**config.mk**
```make
export PLATFORM = sky130hd
export DESIGN_NAME = register_link_master_crc16
export DESIGN_NICKNAME = d
export VERILOG_FILES = /design/src/rtl/rlm_pkg.sv /design/src/rtl/register_link_master_crc16.sv /design/src/rtl/rlm_front.sv /design/src/rtl/rlm_back.sv
export SDC_FILE = /design/constraint.sdc
export NUM_CORES = 1
export LEC_CHECK = 0
export BUFFER_PORTS_ARGS = -buffer_cell sky130_fd_sc_hd__buf_2
export CORE_ASPECT_RATIO = 0.5
export CORE_MARGIN = 2
export CORE_UTILIZATION = 60
export CTS_BUF_LIST = sky130_fd_sc_hd__clkbuf_16
export CTS_CLUSTER_DIAMETER = 60
export DETAILED_ROUTE_END_ITERATION = 12
export GPL_TIMING_DRIVEN = 0
export PLACE_DENSITY = 0.88
export SLEW_MARGIN = 20
export SYNTH_ARGS = -nofsm -noshare
export SYNTH_HDL_FRONTEND = slang
export SYNTH_SLANG_ARGS = --single-unit
export TNS_END_PERCENT = 10
```
**constraint.sdc**
```tcl
create_clock -name clock -period 3.8 [get_ports clock]
set_clock_uncertainty 0.05 [all_clocks]
set_input_delay 0.19 -clock clock [delete_from_list [all_inputs] [get_ports clock]]
set_output_delay 0.19 -clock clock [all_outputs]
set_load 0.1 [all_outputs]
```
**src/rtl/rlm_pkg.sv**
```systemverilog
`timescale 1ns / 1ps
package rlm_pkg;

   localparam int unsigned REPLY_LEN = 6;
   localparam int unsigned PKT_LEN   = 5;
   localparam int unsigned QDEPTH    = 2;

   localparam logic [15:0] CRC_INIT = 16'hFFFF;
   localparam logic [15:0] CRC_POLY = 16'hA001;

   // request/input kinds, coded as on req_tuser
   typedef enum logic [1:0] {
      KIND_READ  = 2'd0,
      KIND_WRITE = 2'd1,
      KIND_BYTE  = 2'd2,
      KIND_TICK  = 2'd3
   } kind_type;

   // result kinds, coded as on rsp_tuser
   localparam logic OUT_TX     = 1'b0;
   localparam logic OUT_REPORT = 1'b1;

   localparam logic [1:0] ST_OK      = 2'd0;
   localparam logic [1:0] ST_TIMEOUT = 2'd1;
   localparam logic [1:0] ST_CRC     = 2'd2;

   // register indexes on the csr port
   localparam logic CSR_ATTEMPT_LIMIT = 1'b0;
   localparam logic CSR_TIMEOUT_TICKS = 1'b1;

   localparam int unsigned REQ_DATA_W = 24;
   localparam int unsigned RSP_DATA_W = 48;

   // classified item as queued between front and back
   typedef struct packed {
      kind_type   kind;
      logic [7:0] header;   // write flag and register number
      logic [7:0] data;     // value byte of a request, or the received byte
      logic       retry;
   } item_type;

   typedef struct packed {
      logic       valid;
      logic       index;
      logic [7:0] data;
   } csr_wr_type;

   // one byte through the reflected CRC-16
   function automatic logic [15:0] crc16_byte(input logic [15:0] c_in,
                                              input logic [7:0]  b);
      logic [15:0] c;
      c = c_in ^ {8'h00, b};
      for (int i = 0; i < 8; i++) begin
         if (c[0]) begin
            c = {1'b0, c[15:1]} ^ CRC_POLY;
         end else begin
            c = {1'b0, c[15:1]};
         end
      end
      return c;
   endfunction

endpackage

```
**src/rtl/register_link_master_crc16.sv**
```systemverilog
`timescale 1ns / 1ps
// Register link master with CRC-16 framing.
// req_*: one beat per event: tuser 0 read request, 1 write request,
//   2 byte received from the slave, 3 timer tick.
// rsp_*: tuser 0 is a byte to transmit (five per packet, tlast on the
//   second CRC byte), tuser 1 is a completion report (always tlast).
// csr_*: index 0 attempt limit, 1 timeout in ticks; write only while idle.
// Beats go into a two-entry queue; the sequencer behind it takes one beat
// per cycle while idle or awaiting a reply, if the output register is free.
// A request is loaded as a packet, then sent byte by byte; bytes leave one
// per cycle through the single output register while rsp_tready allows,
// and the CRC is folded in byte by byte. A completion report is registered
// in the cycle after the closing byte or tick reaches the sequencer.
// Reset empties the queue, drops any pending output, returns to idle and
// restores attempt limit 3, timeout 2 and a zero failure count.
// When a beat is pending and rsp_tready is low, the output register holds;
// the sequencer stops and the queue fills, after which req_tready drops.
module register_link_master_crc16
   import rlm_pkg::*;
(
   input  logic                  clock,
   input  logic                  reset,
   input  logic                  req_tvalid,
   output logic                  req_tready,
   // [6:0] reg_number, [14:7] write_value, [15] use_retries, [23:16] rx_byte
   input  logic [REQ_DATA_W-1:0] req_tdata,
   // [1:0] req_type
   input  logic [1:0]            req_tuser,
   output logic                  rsp_tvalid,
   input  logic                  rsp_tready,
   // [7:0] tx_byte, [9:8] status, [25:10] reply_value, [41:26] fail_count
   output logic [RSP_DATA_W-1:0] rsp_tdata,
   // [0] out_kind
   output logic                  rsp_tuser,
   output logic                  rsp_tlast,
   input  logic                  csr_valid,
   output logic                  csr_ready,
   input  logic                  csr_index,
   input  logic [7:0]            csr_data
);

   logic        q_valid;
   item_type    q_item;
   logic        q_pop;
   csr_wr_type  csr;
   logic [7:0]  tx_byte;
   logic [1:0]  status;
   logic [15:0] reply_value;
   logic [15:0] fail_count;

   assign csr_ready = 1'b1;
   assign csr.valid = csr_valid;
   assign csr.index = csr_index;
   assign csr.data  = csr_data;

   rlm_front u_front (
      .clock    (clock),
      .reset    (reset),
      .in_valid (req_tvalid),
      .in_ready (req_tready),
      .in_kind  (req_tuser),
      .in_data  (req_tdata),
      .q_valid  (q_valid),
      .q_item   (q_item),
      .q_pop    (q_pop)
   );

   rlm_back u_back (
      .clock           (clock),
      .reset           (reset),
      .csr             (csr),
      .q_valid         (q_valid),
      .q_item          (q_item),
      .q_pop           (q_pop),
      .out_valid       (rsp_tvalid),
      .out_ready       (rsp_tready),
      .out_kind        (rsp_tuser),
      .out_tx_byte     (tx_byte),
      .out_last        (rsp_tlast),
      .out_status      (status),
      .out_reply_value (reply_value),
      .out_fail_count  (fail_count)
   );

   assign rsp_tdata = {6'b000000, fail_count, reply_value, status, tx_byte};

endmodule

```
**src/rtl/rlm_front.sv**
```systemverilog
`timescale 1ns / 1ps
module rlm_front
   import rlm_pkg::*;
(
   input  logic        clock,
   input  logic        reset,
   input  logic        in_valid,
   output logic        in_ready,
   input  logic [1:0]  in_kind,
   input  logic [REQ_DATA_W-1:0] in_data,
   output logic        q_valid,
   output item_type    q_item,
   input  logic        q_pop
);

   item_type   mem_ff [QDEPTH];
   item_type   item_in;
   logic       wr_ptr_ff, wr_ptr_in;
   logic       rd_ptr_ff, rd_ptr_in;
   logic [1:0] count_ff, count_in;
   logic       push, pop;

   // classify: build header and value byte here so the back end only sequences
   always_comb begin
      item_in.kind   = kind_type'(in_kind);
      item_in.header = {in_kind[0], in_data[6:0]};
      item_in.retry  = in_data[15];
      case (kind_type'(in_kind))
         KIND_READ:  item_in.data = 8'h01;
         KIND_WRITE: item_in.data = in_data[14:7];
         KIND_BYTE:  item_in.data = in_data[23:16];
         default:    item_in.data = 8'h00;
      endcase
   end

   assign in_ready = (count_ff != 2'(QDEPTH));
   assign push     = in_valid & in_ready;
   assign q_valid  = (count_ff != 2'd0);
   assign pop      = q_pop & q_valid;
   assign q_item   = mem_ff[rd_ptr_ff];

   always_comb begin
      wr_ptr_in = push ? ~wr_ptr_ff : wr_ptr_ff;
      rd_ptr_in = pop ? ~rd_ptr_ff : rd_ptr_ff;
      count_in  = count_ff + 2'(push) - 2'(pop);
   end

   always_ff @(posedge clock) begin
      if (reset) begin
         wr_ptr_ff <= 1'b0;
         rd_ptr_ff <= 1'b0;
         count_ff  <= 2'd0;
      end else begin
         wr_ptr_ff <= wr_ptr_in;
         rd_ptr_ff <= rd_ptr_in;
         count_ff  <= count_in;
      end
   end

   always_ff @(posedge clock) begin
      if (push) begin
         mem_ff[wr_ptr_ff] <= item_in;
      end
   end

endmodule

```
**src/rtl/rlm_back.sv**
```systemverilog
`timescale 1ns / 1ps
module rlm_back
   import rlm_pkg::*;
(
   input  logic        clock,
   input  logic        reset,
   input  csr_wr_type  csr,
   input  logic        q_valid,
   input  item_type    q_item,
   output logic        q_pop,
   output logic        out_valid,
   input  logic        out_ready,
   output logic        out_kind,
   output logic [7:0]  out_tx_byte,
   output logic        out_last,
   output logic [1:0]  out_status,
   output logic [15:0] out_reply_value,
   output logic [15:0] out_fail_count
);

   typedef enum logic [2:0] {
      S_IDLE = 3'b001,
      S_SEND = 3'b010,
      S_WAIT = 3'b100
   } state_type;

   state_type   state_ff, state_in;
   logic [2:0]  limit_ff, limit_in;
   logic [7:0]  timeout_ff, timeout_in;
   logic [2:0]  idx_ff, idx_in;
   logic [2:0]  attempts_ff, attempts_in;
   logic [2:0]  rx_ff, rx_in;
   logic [7:0]  tick_ff, tick_in;
   logic [15:0] failures_ff, failures_in;
   logic [15:0] crc_ff, crc_in;
   logic [7:0]  header_ff, header_in;
   logic [7:0]  value_ff, value_in;
   logic        retry_ff, retry_in;
   logic [7:0]  lo_ff, lo_in;
   logic [7:0]  hi_ff, hi_in;
   logic [7:0]  crclo_ff, crclo_in;

   logic        valid_ff, valid_in;
   logic        kind_ff, kind_in;
   logic [7:0]  txb_ff, txb_in;
   logic        last_ff, last_in;
   logic [1:0]  status_ff, status_in;
   logic [15:0] value16_ff, value16_in;
   logic [15:0] fcount_ff, fcount_in;

   logic        slot_free;
   logic        emit;
   logic        fail;
   logic [1:0]  fail_st;
   logic [2:0]  lim;
   logic [7:0]  tick_next;
   logic [7:0]  send_byte;

   assign slot_free = ~valid_ff | out_ready;
   assign lim       = (limit_ff == 3'd0) ? 3'd1 : limit_ff;
   assign tick_next = (tick_ff == 8'hFF) ? tick_ff : tick_ff + 8'd1;

   always_comb begin
      case (idx_ff)
         3'd0:    send_byte = header_ff;
         3'd1:    send_byte = value_ff;
         3'd3:    send_byte = crc_ff[7:0];
         3'd4:    send_byte = crc_ff[15:8];
         default: send_byte = 8'h00;
      endcase
   end

   always_comb begin
      limit_in    = limit_ff;
      timeout_in  = timeout_ff;
      state_in    = state_ff;
      idx_in      = idx_ff;
      attempts_in = attempts_ff;
      rx_in       = rx_ff;
      tick_in     = tick_ff;
      failures_in = failures_ff;
      crc_in      = crc_ff;
      header_in   = header_ff;
      value_in    = value_ff;
      retry_in    = retry_ff;
      lo_in       = lo_ff;
      hi_in       = hi_ff;
      crclo_in    = crclo_ff;
      q_pop       = 1'b0;
      emit        = 1'b0;
      fail        = 1'b0;
      fail_st     = ST_OK;
      kind_in     = kind_ff;
      txb_in      = txb_ff;
      last_in     = last_ff;
      status_in   = status_ff;
      value16_in  = value16_ff;
      fcount_in   = fcount_ff;

      if (csr.valid) begin
         if (csr.index == CSR_ATTEMPT_LIMIT) begin
            limit_in = csr.data[2:0];
         end else begin
            timeout_in = csr.data;
         end
      end

      case (state_ff)
         S_SEND: begin
            if (slot_free) begin
               emit       = 1'b1;
               kind_in    = OUT_TX;
               txb_in     = send_byte;
               last_in    = (idx_ff == 3'(PKT_LEN - 1));
               status_in  = ST_OK;
               value16_in = 16'h0000;
               fcount_in  = 16'h0000;
               if (idx_ff < 3'(PKT_LEN - 2)) begin
                  crc_in = crc16_byte(crc_ff, send_byte);
               end
               if (idx_ff == 3'(PKT_LEN - 1)) begin
                  state_in = S_WAIT;
                  crc_in   = CRC_INIT;
                  rx_in    = 3'd0;
                  tick_in  = 8'd0;
               end else begin
                  idx_in = idx_ff + 3'd1;
               end
            end
         end
         S_IDLE: begin
            if (q_valid && slot_free) begin
               q_pop = 1'b1;
               if (q_item.kind == KIND_READ || q_item.kind == KIND_WRITE) begin
                  header_in   = q_item.header;
                  value_in    = q_item.data;
                  retry_in    = q_item.retry;
                  attempts_in = 3'd1;
                  state_in    = S_SEND;
                  idx_in      = 3'd0;
                  crc_in      = CRC_INIT;
               end
            end
         end
         S_WAIT: begin
            if (q_valid && slot_free) begin
               q_pop = 1'b1;
               case (q_item.kind)
                  KIND_BYTE: begin
                     if (rx_ff < 3'd4) begin
                        crc_in = crc16_byte(crc_ff, q_item.data);
                     end
                     if (rx_ff == 3'd2) lo_in = q_item.data;
                     if (rx_ff == 3'd3) hi_in = q_item.data;
                     if (rx_ff == 3'd4) crclo_in = q_item.data;
                     if (rx_ff == 3'(REPLY_LEN - 1)) begin
                        if ({q_item.data, crclo_ff} == crc_ff) begin
                           emit       = 1'b1;
                           kind_in    = OUT_REPORT;
                           txb_in     = 8'h00;
                           last_in    = 1'b1;
                           status_in  = ST_OK;
                           value16_in = {hi_ff, lo_ff};
                           fcount_in  = failures_ff;
                           state_in   = S_IDLE;
                        end else begin
                           fail    = 1'b1;
                           fail_st = ST_CRC;
                        end
                     end else begin
                        rx_in = rx_ff + 3'd1;
                     end
                  end
                  KIND_TICK: begin
                     tick_in = tick_next;
                     if (tick_next >= timeout_ff) begin
                        fail    = 1'b1;
                        fail_st = ST_TIMEOUT;
                     end
                  end
                  default: ;  // requests while a reply is awaited are dropped
               endcase
            end
         end
         default: state_in = S_IDLE;
      endcase

      if (fail) begin
         if (retry_ff && attempts_ff < lim) begin
            attempts_in = attempts_ff + 3'd1;
            state_in    = S_SEND;
            idx_in      = 3'd0;
            crc_in      = CRC_INIT;
         end else begin
            if (retry_ff && failures_ff != 16'hFFFF) begin
               failures_in = failures_ff + 16'd1;
            end
            emit       = 1'b1;
            kind_in    = OUT_REPORT;
            txb_in     = 8'h00;
            last_in    = 1'b1;
            status_in  = fail_st;
            value16_in = 16'h0000;
            fcount_in  = failures_in;
            state_in   = S_IDLE;
         end
      end

      valid_in = emit | (valid_ff & ~out_ready);
   end

   always_ff @(posedge clock) begin
      if (reset) begin
         state_ff    <= S_IDLE;
         limit_ff    <= 3'd3;
         timeout_ff  <= 8'd2;
         idx_ff      <= 3'd0;
         attempts_ff <= 3'd0;
         rx_ff       <= 3'd0;
         tick_ff     <= 8'd0;
         failures_ff <= 16'd0;
         retry_ff    <= 1'b0;
         valid_ff    <= 1'b0;
      end else begin
         state_ff    <= state_in;
         limit_ff    <= limit_in;
         timeout_ff  <= timeout_in;
         idx_ff      <= idx_in;
         attempts_ff <= attempts_in;
         rx_ff       <= rx_in;
         tick_ff     <= tick_in;
         failures_ff <= failures_in;
         retry_ff    <= retry_in;
         valid_ff    <= valid_in;
      end
   end

   always_ff @(posedge clock) begin
      crc_ff     <= crc_in;
      header_ff  <= header_in;
      value_ff   <= value_in;
      lo_ff      <= lo_in;
      hi_ff      <= hi_in;
      crclo_ff   <= crclo_in;
      kind_ff    <= kind_in;
      txb_ff     <= txb_in;
      last_ff    <= last_in;
      status_ff  <= status_in;
      value16_ff <= value16_in;
      fcount_ff  <= fcount_in;
   end

   assign out_valid       = valid_ff;
   assign out_kind        = kind_ff;
   assign out_tx_byte     = txb_ff;
   assign out_last        = last_ff;
   assign out_status      = status_ff;
   assign out_reply_value = value16_ff;
   assign out_fail_count  = fcount_ff;

endmodule

```
==> results of run 1 <==
cells by family (layout without fill, tap and decap cells):
logic type,count (synthesis),after routing,synth area share
fa+ha+maj,24,24,0.0313
buf+inv,108,242,0.0532
other cells,2,7,0.000784
compound gates,234,234,0.170
mux,29,29,0.0385
xor+xnor,73,73,0.0724
flops,190,190,0.476
simple gates,318,318,0.157
stage by stage:
step | total power (W) | util | cells | hold WS, ns | setup TNS (ns)
2_1_floorplan | 0.00501 | - | 983 | 0.239 | 0
3_3_place_gp | 0.00555 | 0.662 | 1269 | 0.331 | 0
3_5_place_dp | 0.00566 | 0.663 | 1270 | 0.331 | -0.184
4_1_cts | 0.00741 | 0.713 | 1321 | 0.0211 | 0
5_1_grt | 0.00777 | 0.715 | 1321 | 0.0360 | -0.0773
6_report | 0.00750 | 0.715 | 1321 | 0.0275 | 0
worst max path at each step:
stage	from	slack, ns	cells after the start	to
after floorplan	u_back.tick_ff[3]$_SDFFE_PP0P_	0.51	15	u_back.out_fail_count[10]$_DFF_P_
after global placement	u_back.tick_ff[3]$_SDFFE_PP0P_	0.03	15	u_back.out_valid$_SDFF_PP0_
after detailed placement	u_back.tick_ff[3]$_SDFFE_PP0P_	-0.09	16	u_back.out_fail_count[2]$_DFF_P_
after CTS	u_back.tick_ff[3]$_SDFFE_PP0P_	0.05	14	u_back.crc_ff[11]$_DFF_P_
after global routing	u_back.tick_ff[5]$_SDFFE_PP0P_	-0.03	16	u_back.out_fail_count[2]$_DFF_P_
final	u_back.crc_ff[3]$_DFF_P_	0.14	9	u_back.out_valid$_SDFF_PP0_
power by group through the flow:
stage	combinational [W]	sequential (W)	clock, W
5_1_grt	0.00328	0.00266	0.00184
3_5_place_dp	0.00299	0.00267	0
2_1_floorplan	0.00209	0.00292	0
4_1_cts	0.00303	0.00263	0.00175
3_3_place_gp	0.00289	0.00266	0
6_report	0.00312	0.00263	0.00174
what timing repair did:
item | 4_1_cts | 5_1_grt
buffers inserted | 1 | 0
gates resized for setup | 1 | 14
pin swaps | 1 | 3
hold buffers | 18 | 0
endpoints found under the hold margin | 30 | 0
setup endpoints to repair | 39 | 69
worst max-delay path, cell delays in order, from the launching register on:
cell      delay [ns]
dfxtp_1         0.31
clkbuf_1        0.48
xnor2_1         0.20
nand4_1         0.21
nor4_1          0.43
nand4_1         0.38
nor2_2          0.56
clkbuf_1        0.53
nor2_1          0.15
a31oi_1         0.27
routing by layer:
metal	track usage	wire length, microns
met5	0	0
met3	0.0615	2550
met4	0.121	735
met2	0.495	11500
met1	0.388	10200
layout make-up:
class	instances	area, sq um
sequential	190	4570
inverter	39	146
tap	204	255
timing repair buffer	102	609
clock buffer	17	425
buffer	69	372
fill	1101	4420
multi-input combinational	685	4550
clock inverter	15	151
flip-flops by register name, summed over array words and instances (netlist names), 16 cells and up, named ones only:
register,count
u_back.crc_ff,16
u_back.failures_ff,16
u_back.out_fail_count,16
u_back.out_reply_value,16
u_front.mem_ff,36
cells in the final DEF, fill, tap and decap left out, types with 11 or more instances in the layout:
| master | instances |
|---|---|
| dfxtp_1 | 112 |
| nor2_1 | 104 |
| buf_2 | 90 |
| edfxtp_1 | 76 |
| nand2_1 | 70 |
| xnor2_1 | 57 |
| a21oi_1 | 53 |
| clkbuf_1 | 40 |
| inv_1 | 38 |
| a22oi_1 | 36 |
| o21ai_0 | 34 |
| nand3_1 | 29 |
| nor3_1 | 28 |
| ha_1 | 24 |
| dlygate4sd3_1 | 18 |
| clkbuf_16 | 17 |
| nand4_1 | 16 |
| mux2_2 | 15 |
| o221ai_1 | 13 |
| nor2b_1 | 12 |
| a21o_1 | 12 |
| xor2_1 | 12 |
| a22o_1 | 11 |
| buf_4 | 11 |
| a221o_1 | 11 |
==> impl_results.rst, run 1 <==
.. list-table::
   :header-rows: 1

   * - Metric
     - Value
   * - CP Data Required Time
     - 4.10 ns
   * - Syn-to-layout area delta
     - 15.6%
   * - Crit Reg-Reg Endpoint
     - u_back.out_valid$_SDFF_PP0_
   * - Std-Cell Rows
     - 32
   * - Synth unique cells
     - 80
   * - Synth Cell Area
     - 9580 sq um
   * - Post-synth top area share
     - 0.238
   * - Hold Crit Start
     - req_tdata[10]
   * - Internal power
     - 0.00454 W
   * - Width of the die
     - 183 microns
   * - CP endpoint kind
     - register
   * - Gate count after technology mapping
     - 978
   * - RSZ-0062 raised after global routing
     - yes
   * - Final ANT Viol Nets
     - 0
   * - Post-layout minimum cycle time
     - 3.66 ns
   * - Num ports
     - 93
   * - Total number of vias
     - 8,263
   * - Register bit total from synthesis
     - 190
   * - Average size of a mapped cell
     - 9.80 sq um
   * - Number of clock sinks
     - 190
   * - Number of maximum-capacitance constraint violations
     - 0
   * - Final slew viol count
     - 0
   * - Post-detailed-placement half-perimeter wirelength
     - 17,600 microns
   * - Final weighted congestion in routability-driven placement
     - 0.982
   * - Number of enable-type register cells in the synthesized netlist
     - 76
   * - Final design area excluding fillers
     - 11,100 sq um
   * - Achievable frequency
     - 273 MHz
   * - Pin slew with the least headroom to its limit
     - 1.07 ns
   * - Area leader, netlist
     - dfxtp_1
   * - Final WS setup
     - 0.137 ns
   * - Post-DR vias/cell
     - 6.26
   * - Root buffer cell
     - clkbuf_16
   * - Maximum VDD drop
     - 414 uV
   * - Initial cell density of the core
     - 0.618
   * - Worst hold path depth
     - 2
   * - Number of optimization iterations in the first detailed-route pass
     - 6
   * - Final Cycle Share
     - 0.964
   * - Clk Latency, worst-skew pair
     - 0.44 ns
   * - Share of power burned in registers
     - 0.351
   * - Worst reg-to-reg path cell count
     - 9
   * - Launch point of the worst reg-to-reg path
     - u_back.crc_ff[3]$_DFF_P_
   * - Share of power burned in combinational logic
     - 0.416
   * - Switch Pwr
     - 0.00296 W
   * - Number of global-route vias before repair
     - 7,999
   * - Run status
     - finished clean
   * - Clock slew at the register clock pins of the worst setup and hold paths
     - 0.08 ns
   * - Switch share
     - 0.395
   * - CTS tree
     - done
   * - Cts bufs inserted
     - 17
   * - GRT Residual Overflow
     - 0
   * - Placeable core region
     - 15,500 sq um
   * - Max Buffers Root-to-Sink
     - 2
   * - R2R setup slack
     - 0.14 ns
   * - Layout cell share with drive strength beyond 1
     - 0.171
   * - Portion of the post-synthesis area used by sequential elements
     - 0.476
   * - 1st-iter DRT viols
     - 1,010
   * - Maximum fanout count along the critical path
     - 10
   * - Pwr Density
     - 677 nW/um^2
   * - Dominant cell by count in the synthesized netlist
     - dfxtp_1
   * - Most used flip-flop cell after synthesis
     - dfxtp_1
   * - H-tree depth
     - 4
   * - Largest cells by area after synthesis
     - dfxtp_1 24%, edfxtp_1 24%, xnor2_1 5.2%, nor2_1 4.2%, ha_1 3.1%
   * - Final hold violations
     - 0
   * - Input/output buffers
     - 82
   * - Clk network pwr share
     - 0.232
   * - Headroom to the max-slew limit
     - 0.282
   * - Placed Area
     - 10,300 sq um
   * - Classification of the worst-slack hold path
     - in2reg
   * - Overall die area
     - 17,100 sq um
   * - Total inserted antenna cells
     - 0
   * - Fraction of registers with async set/reset
     - 0
   * - Maximum number of pins on one net before global-route repair
     - 26
   * - Pre-CTS setup slack
     - -0.0858 ns
   * - Chip height
     - 93.4 microns
   * - All-layer global routing usage
     - 0.299
   * - First-pass GRT wire length
     - 39,800 microns
   * - Kind of start point of the critical path
     - register
   * - Routed length per placed instance
     - 19.0 microns
   * - Path type of the worst setup path
     - reg2reg
   * - Post-Route WL
     - 25,100 microns
   * - Data arrival at the endpoint of the critical path
     - 3.96 ns
   * - Synth top cells by count
     - 114 x dfxtp_1, 107 x nor2_1, 76 x edfxtp_1
   * - Leakage
     - 4.35 nW
   * - Initial antenna violation count
     - 0
   * - DRC violations left
     - 0
   * - Layout Nets
     - 1,168
   * - Worst Hold End
     - u_front.mem_ff[0][4]$_DFFE_PP_
   * - Warning count from the yosys run
     - 0
   * - Setup-violating endpoint count in the final report
     - 0
Note: power is estimated with default switching activity, not from simulation.
==> run 2: changes to the inputs <==
- CELL_PAD_IN_SITES_DETAIL_PLACEMENT: not set -> 0
- CELL_PAD_IN_SITES_GLOBAL_PLACEMENT: not set -> 1
- CORE_UTILIZATION: 60 -> 46
- CTS_CLUSTER_DIAMETER: 60 -> not set
- PLACE_DENSITY: 0.88 -> 0.86
==> run 2 against run 1 <==
  * Via count fell by 5.4%
  * Global-route usage fell by 6.6 points
  * Combinational power fell by 1%
  * Die area rose by 29%
  * Count of clock-buffer cells in the layout did not move
  * Register-to-register slack improved by 0.07 ns
  * Worst hold slack got worse by 0.0073 ns
  * Critical path type unchanged
  * Largest power group unchanged
==> impl_results.rst, run 2 (synthesis results as in run 1) <==
.. list-table::
   :header-rows: 1

   * - Metric
     - Value
   * - Post-Route WL
     - 25,200 microns
   * - Most frequent cells in the layout
     - 114 x dfxtp_1, 104 x nor2_1, 89 x buf_2, 76 x edfxtp_1, 70 x nand2_1
   * - Data arrival at the endpoint of the critical path
     - 3.87 ns
   * - Number of clock sinks
     - 190
   * - Critical path cell sequence
     - buf_6 -> buf_6 -> inv_1 -> ha_1 -> clkbuf_1 -> clkinvlp_4 -> nor2_1 -> o21ai_0 -> o31a_1 -> a31oi_1 -> xnor2_1 -> xor3_2 -> o221ai_1 -> nand4_1
   * - Number of optimization iterations in the first detailed-route pass
     - 6
   * - Post-DR vias/cell
     - 5.61
   * - Headroom to the max-slew limit
     - 0.335
   * - H-tree depth
     - 4
   * - Chip height
     - 106 microns
   * - Launch point of the worst reg-to-reg path
     - u_back.idx_ff[2]$_SDFF_PP0_
   * - Maximum number of pins on one net before global-route repair
     - 26
   * - Maximum VDD drop
     - 371 uV
   * - Setup-violating endpoint count in the final report
     - 0
   * - Initial antenna violation count
     - 0
   * - Max Buffers Root-to-Sink
     - 2
   * - Hold Crit Start
     - req_tdata[18]
   * - Placed Area
     - 10,400 sq um
   * - Num ports
     - 93
   * - Achievable frequency
     - 278 MHz
   * - Input/output buffers
     - 82
   * - Syn-to-layout area delta
     - 17.3%
   * - RSZ-0062 raised after global routing
     - no
   * - CP endpoint kind
     - register
   * - Kind of cell adding the most delay to the critical path
     - buffers and inverters
   * - DRC violations left
     - 0
   * - Final ANT Viol Nets
     - 0
   * - Final weighted congestion in routability-driven placement
     - 0.909
   * - Filler cells
     - 1,836
   * - Max reg flops
     - 36
   * - Pre-CTS setup slack
     - -0.115 ns
   * - Maximum fanout count along the critical path
     - 10
   * - Register bank with the most flops
     - u_front.mem_ff
   * - Most common cell after layout, fill and taps aside
     - dfxtp_1
   * - Number of global-route vias before repair
     - 7,430
   * - GRT Residual Overflow
     - 0
   * - Total number of vias
     - 7,815
   * - Final hold violations
     - 0
   * - Critical path buffers and inverters
     - 5
   * - Pwr Density
     - 681 nW/um^2
   * - CTS tree
     - done
   * - Leakage
     - 4.39 nW
   * - Launch point of the critical path
     - u_back.idx_ff[2]$_SDFF_PP0_
   * - Root buffer cell
     - clkbuf_16
   * - First-pass GRT wire length
     - 40,000 microns
   * - Total inserted antenna cells
     - 0
   * - Run status
     - finished clean
   * - Width of the die
     - 208 microns
   * - Final Cycle Share
     - 0.945
   * - Classification of the worst-slack hold path
     - in2reg
   * - All-layer global routing usage
     - 0.233
   * - Clk Latency, worst-skew pair
     - 0.45 ns
   * - Pin slew with the least headroom to its limit
     - 0.988 ns
   * - Std-Cell Rows
     - 37
   * - Layout Nets
     - 1,170
   * - Final design area excluding fillers
     - 11,200 sq um
   * - 1st-iter DRT viols
     - 771
   * - Crit-path slowest cell
     - xor3_2
   * - Post-detailed-placement half-perimeter wirelength
     - 18,300 microns
   * - Initial cell density of the core
     - 0.467
   * - Worst stage delay on the critical path
     - 0.53 ns
   * - Number of maximum-capacitance constraint violations
     - 0
   * - Cts bufs inserted
     - 17
   * - Path type of the worst setup path
     - reg2reg
   * - Cell with the most instances on the worst path
     - buf_6
   * - Overall die area
     - 22,100 sq um
   * - Final slew viol count
     - 0
   * - Kind of start point of the critical path
     - register
   * - Final WS setup
     - 0.208 ns
   * - Post-layout minimum cycle time
     - 3.59 ns
   * - Routed length per placed instance
     - 18.1 microns
   * - CP Data Required Time
     - 4.08 ns
   * - Layout cell share with drive strength beyond 1
     - 0.170
   * - Clock slew at the register clock pins of the worst setup and hold paths
     - 0.08 ns
   * - Placeable core region
     - 20,500 sq um
==> run 2: cell count changes in the layout (fill, tap and decap cells not counted), sizes merged <==
| cell | before | now |
|---|---|---|
| inv | 46 | 47 |
| bufinv | 0 | 2 |
| clkinv | 7 | 4 |
| dlygate4sd3 | 18 | 19 |
| buf | 108 | 107 |
| clkbuf | 62 | 64 |
==> run 2: timing repair <==
item,CTS,global route
hold buffers,19,0
hold endpoints to repair,32,0
buffers inserted,2,1
pin swaps,1,1
endpoints found under the setup margin,46,69
gates resized for setup,0,12
==> run 2: through the flow <==
stage | setup TNS (ns) | hold WS, ns | util | total power, W | std cells
3_5_place_dp | -1.91 | 0.334 | 0.505 | 0.00565 | 1338
6_report | 0 | 0.0202 | 0.548 | 0.00765 | 1392
4_1_cts | 0 | 0.00291 | 0.546 | 0.00761 | 1391
2_1_floorplan | 0 | 0.239 | - | 0.00501 | 983
5_1_grt | 0 | 0.0226 | 0.548 | 0.00798 | 1392
3_3_place_gp | -1.42 | 0.329 | 0.505 | 0.00558 | 1338
==> run 2: final timing paths <==
check                                 endpoint  slack [ns]  depth (start not counted)
max                  u_back.crc_ff[15]$_DFF_P_        0.21                         14
min             u_front.mem_ff[0][3]$_DFFE_PP_        0.02                          2
max reg2reg          u_back.crc_ff[15]$_DFF_P_        0.21                         14
min reg2reg  u_back.timeout_ff[6]$_SDFFE_PP0P_        0.41                          2
==> run 2: cell type report <==
cell class	count	area (sq um)	area share
flip-flops and latches	190	4560	0.406
multi-input cells	685	4550	0.405
repair buffers	104	623	0.0554
clock buffers	17	425	0.0378
plain buffers	69	374	0.0333
well taps	273	342	0.0304
clock inverters	15	214	0.0190
inverters	39	150	0.0134
==> run 2: where the power goes <==
| group | internal [W] | leakage [nW] | switching, W |
|---|---|---|---|
| Sequential | 0.00246 | 1.63 | 0.000172 |
| Combinational | 0.00120 | 2.45 | 0.00188 |
| Clock | 0.00102 | 0.312 | 0.000922 |
| Total | 0.00468 | 4.39 | 0.00297 |
==> run 2: routing by layer <==
| metal | wire (microns) | track usage | vias up |
|---|---|---|---|
| met5 | 0 | 0 | - |
| met4 | 356 | 0.0745 | 0 |
| met3 | 1930 | 0.0523 | 24 |
| met2 | 11200 | 0.361 | 301 |
| met1 | 11800 | 0.326 | 3721 |
| li1 | - | - | 3769 |
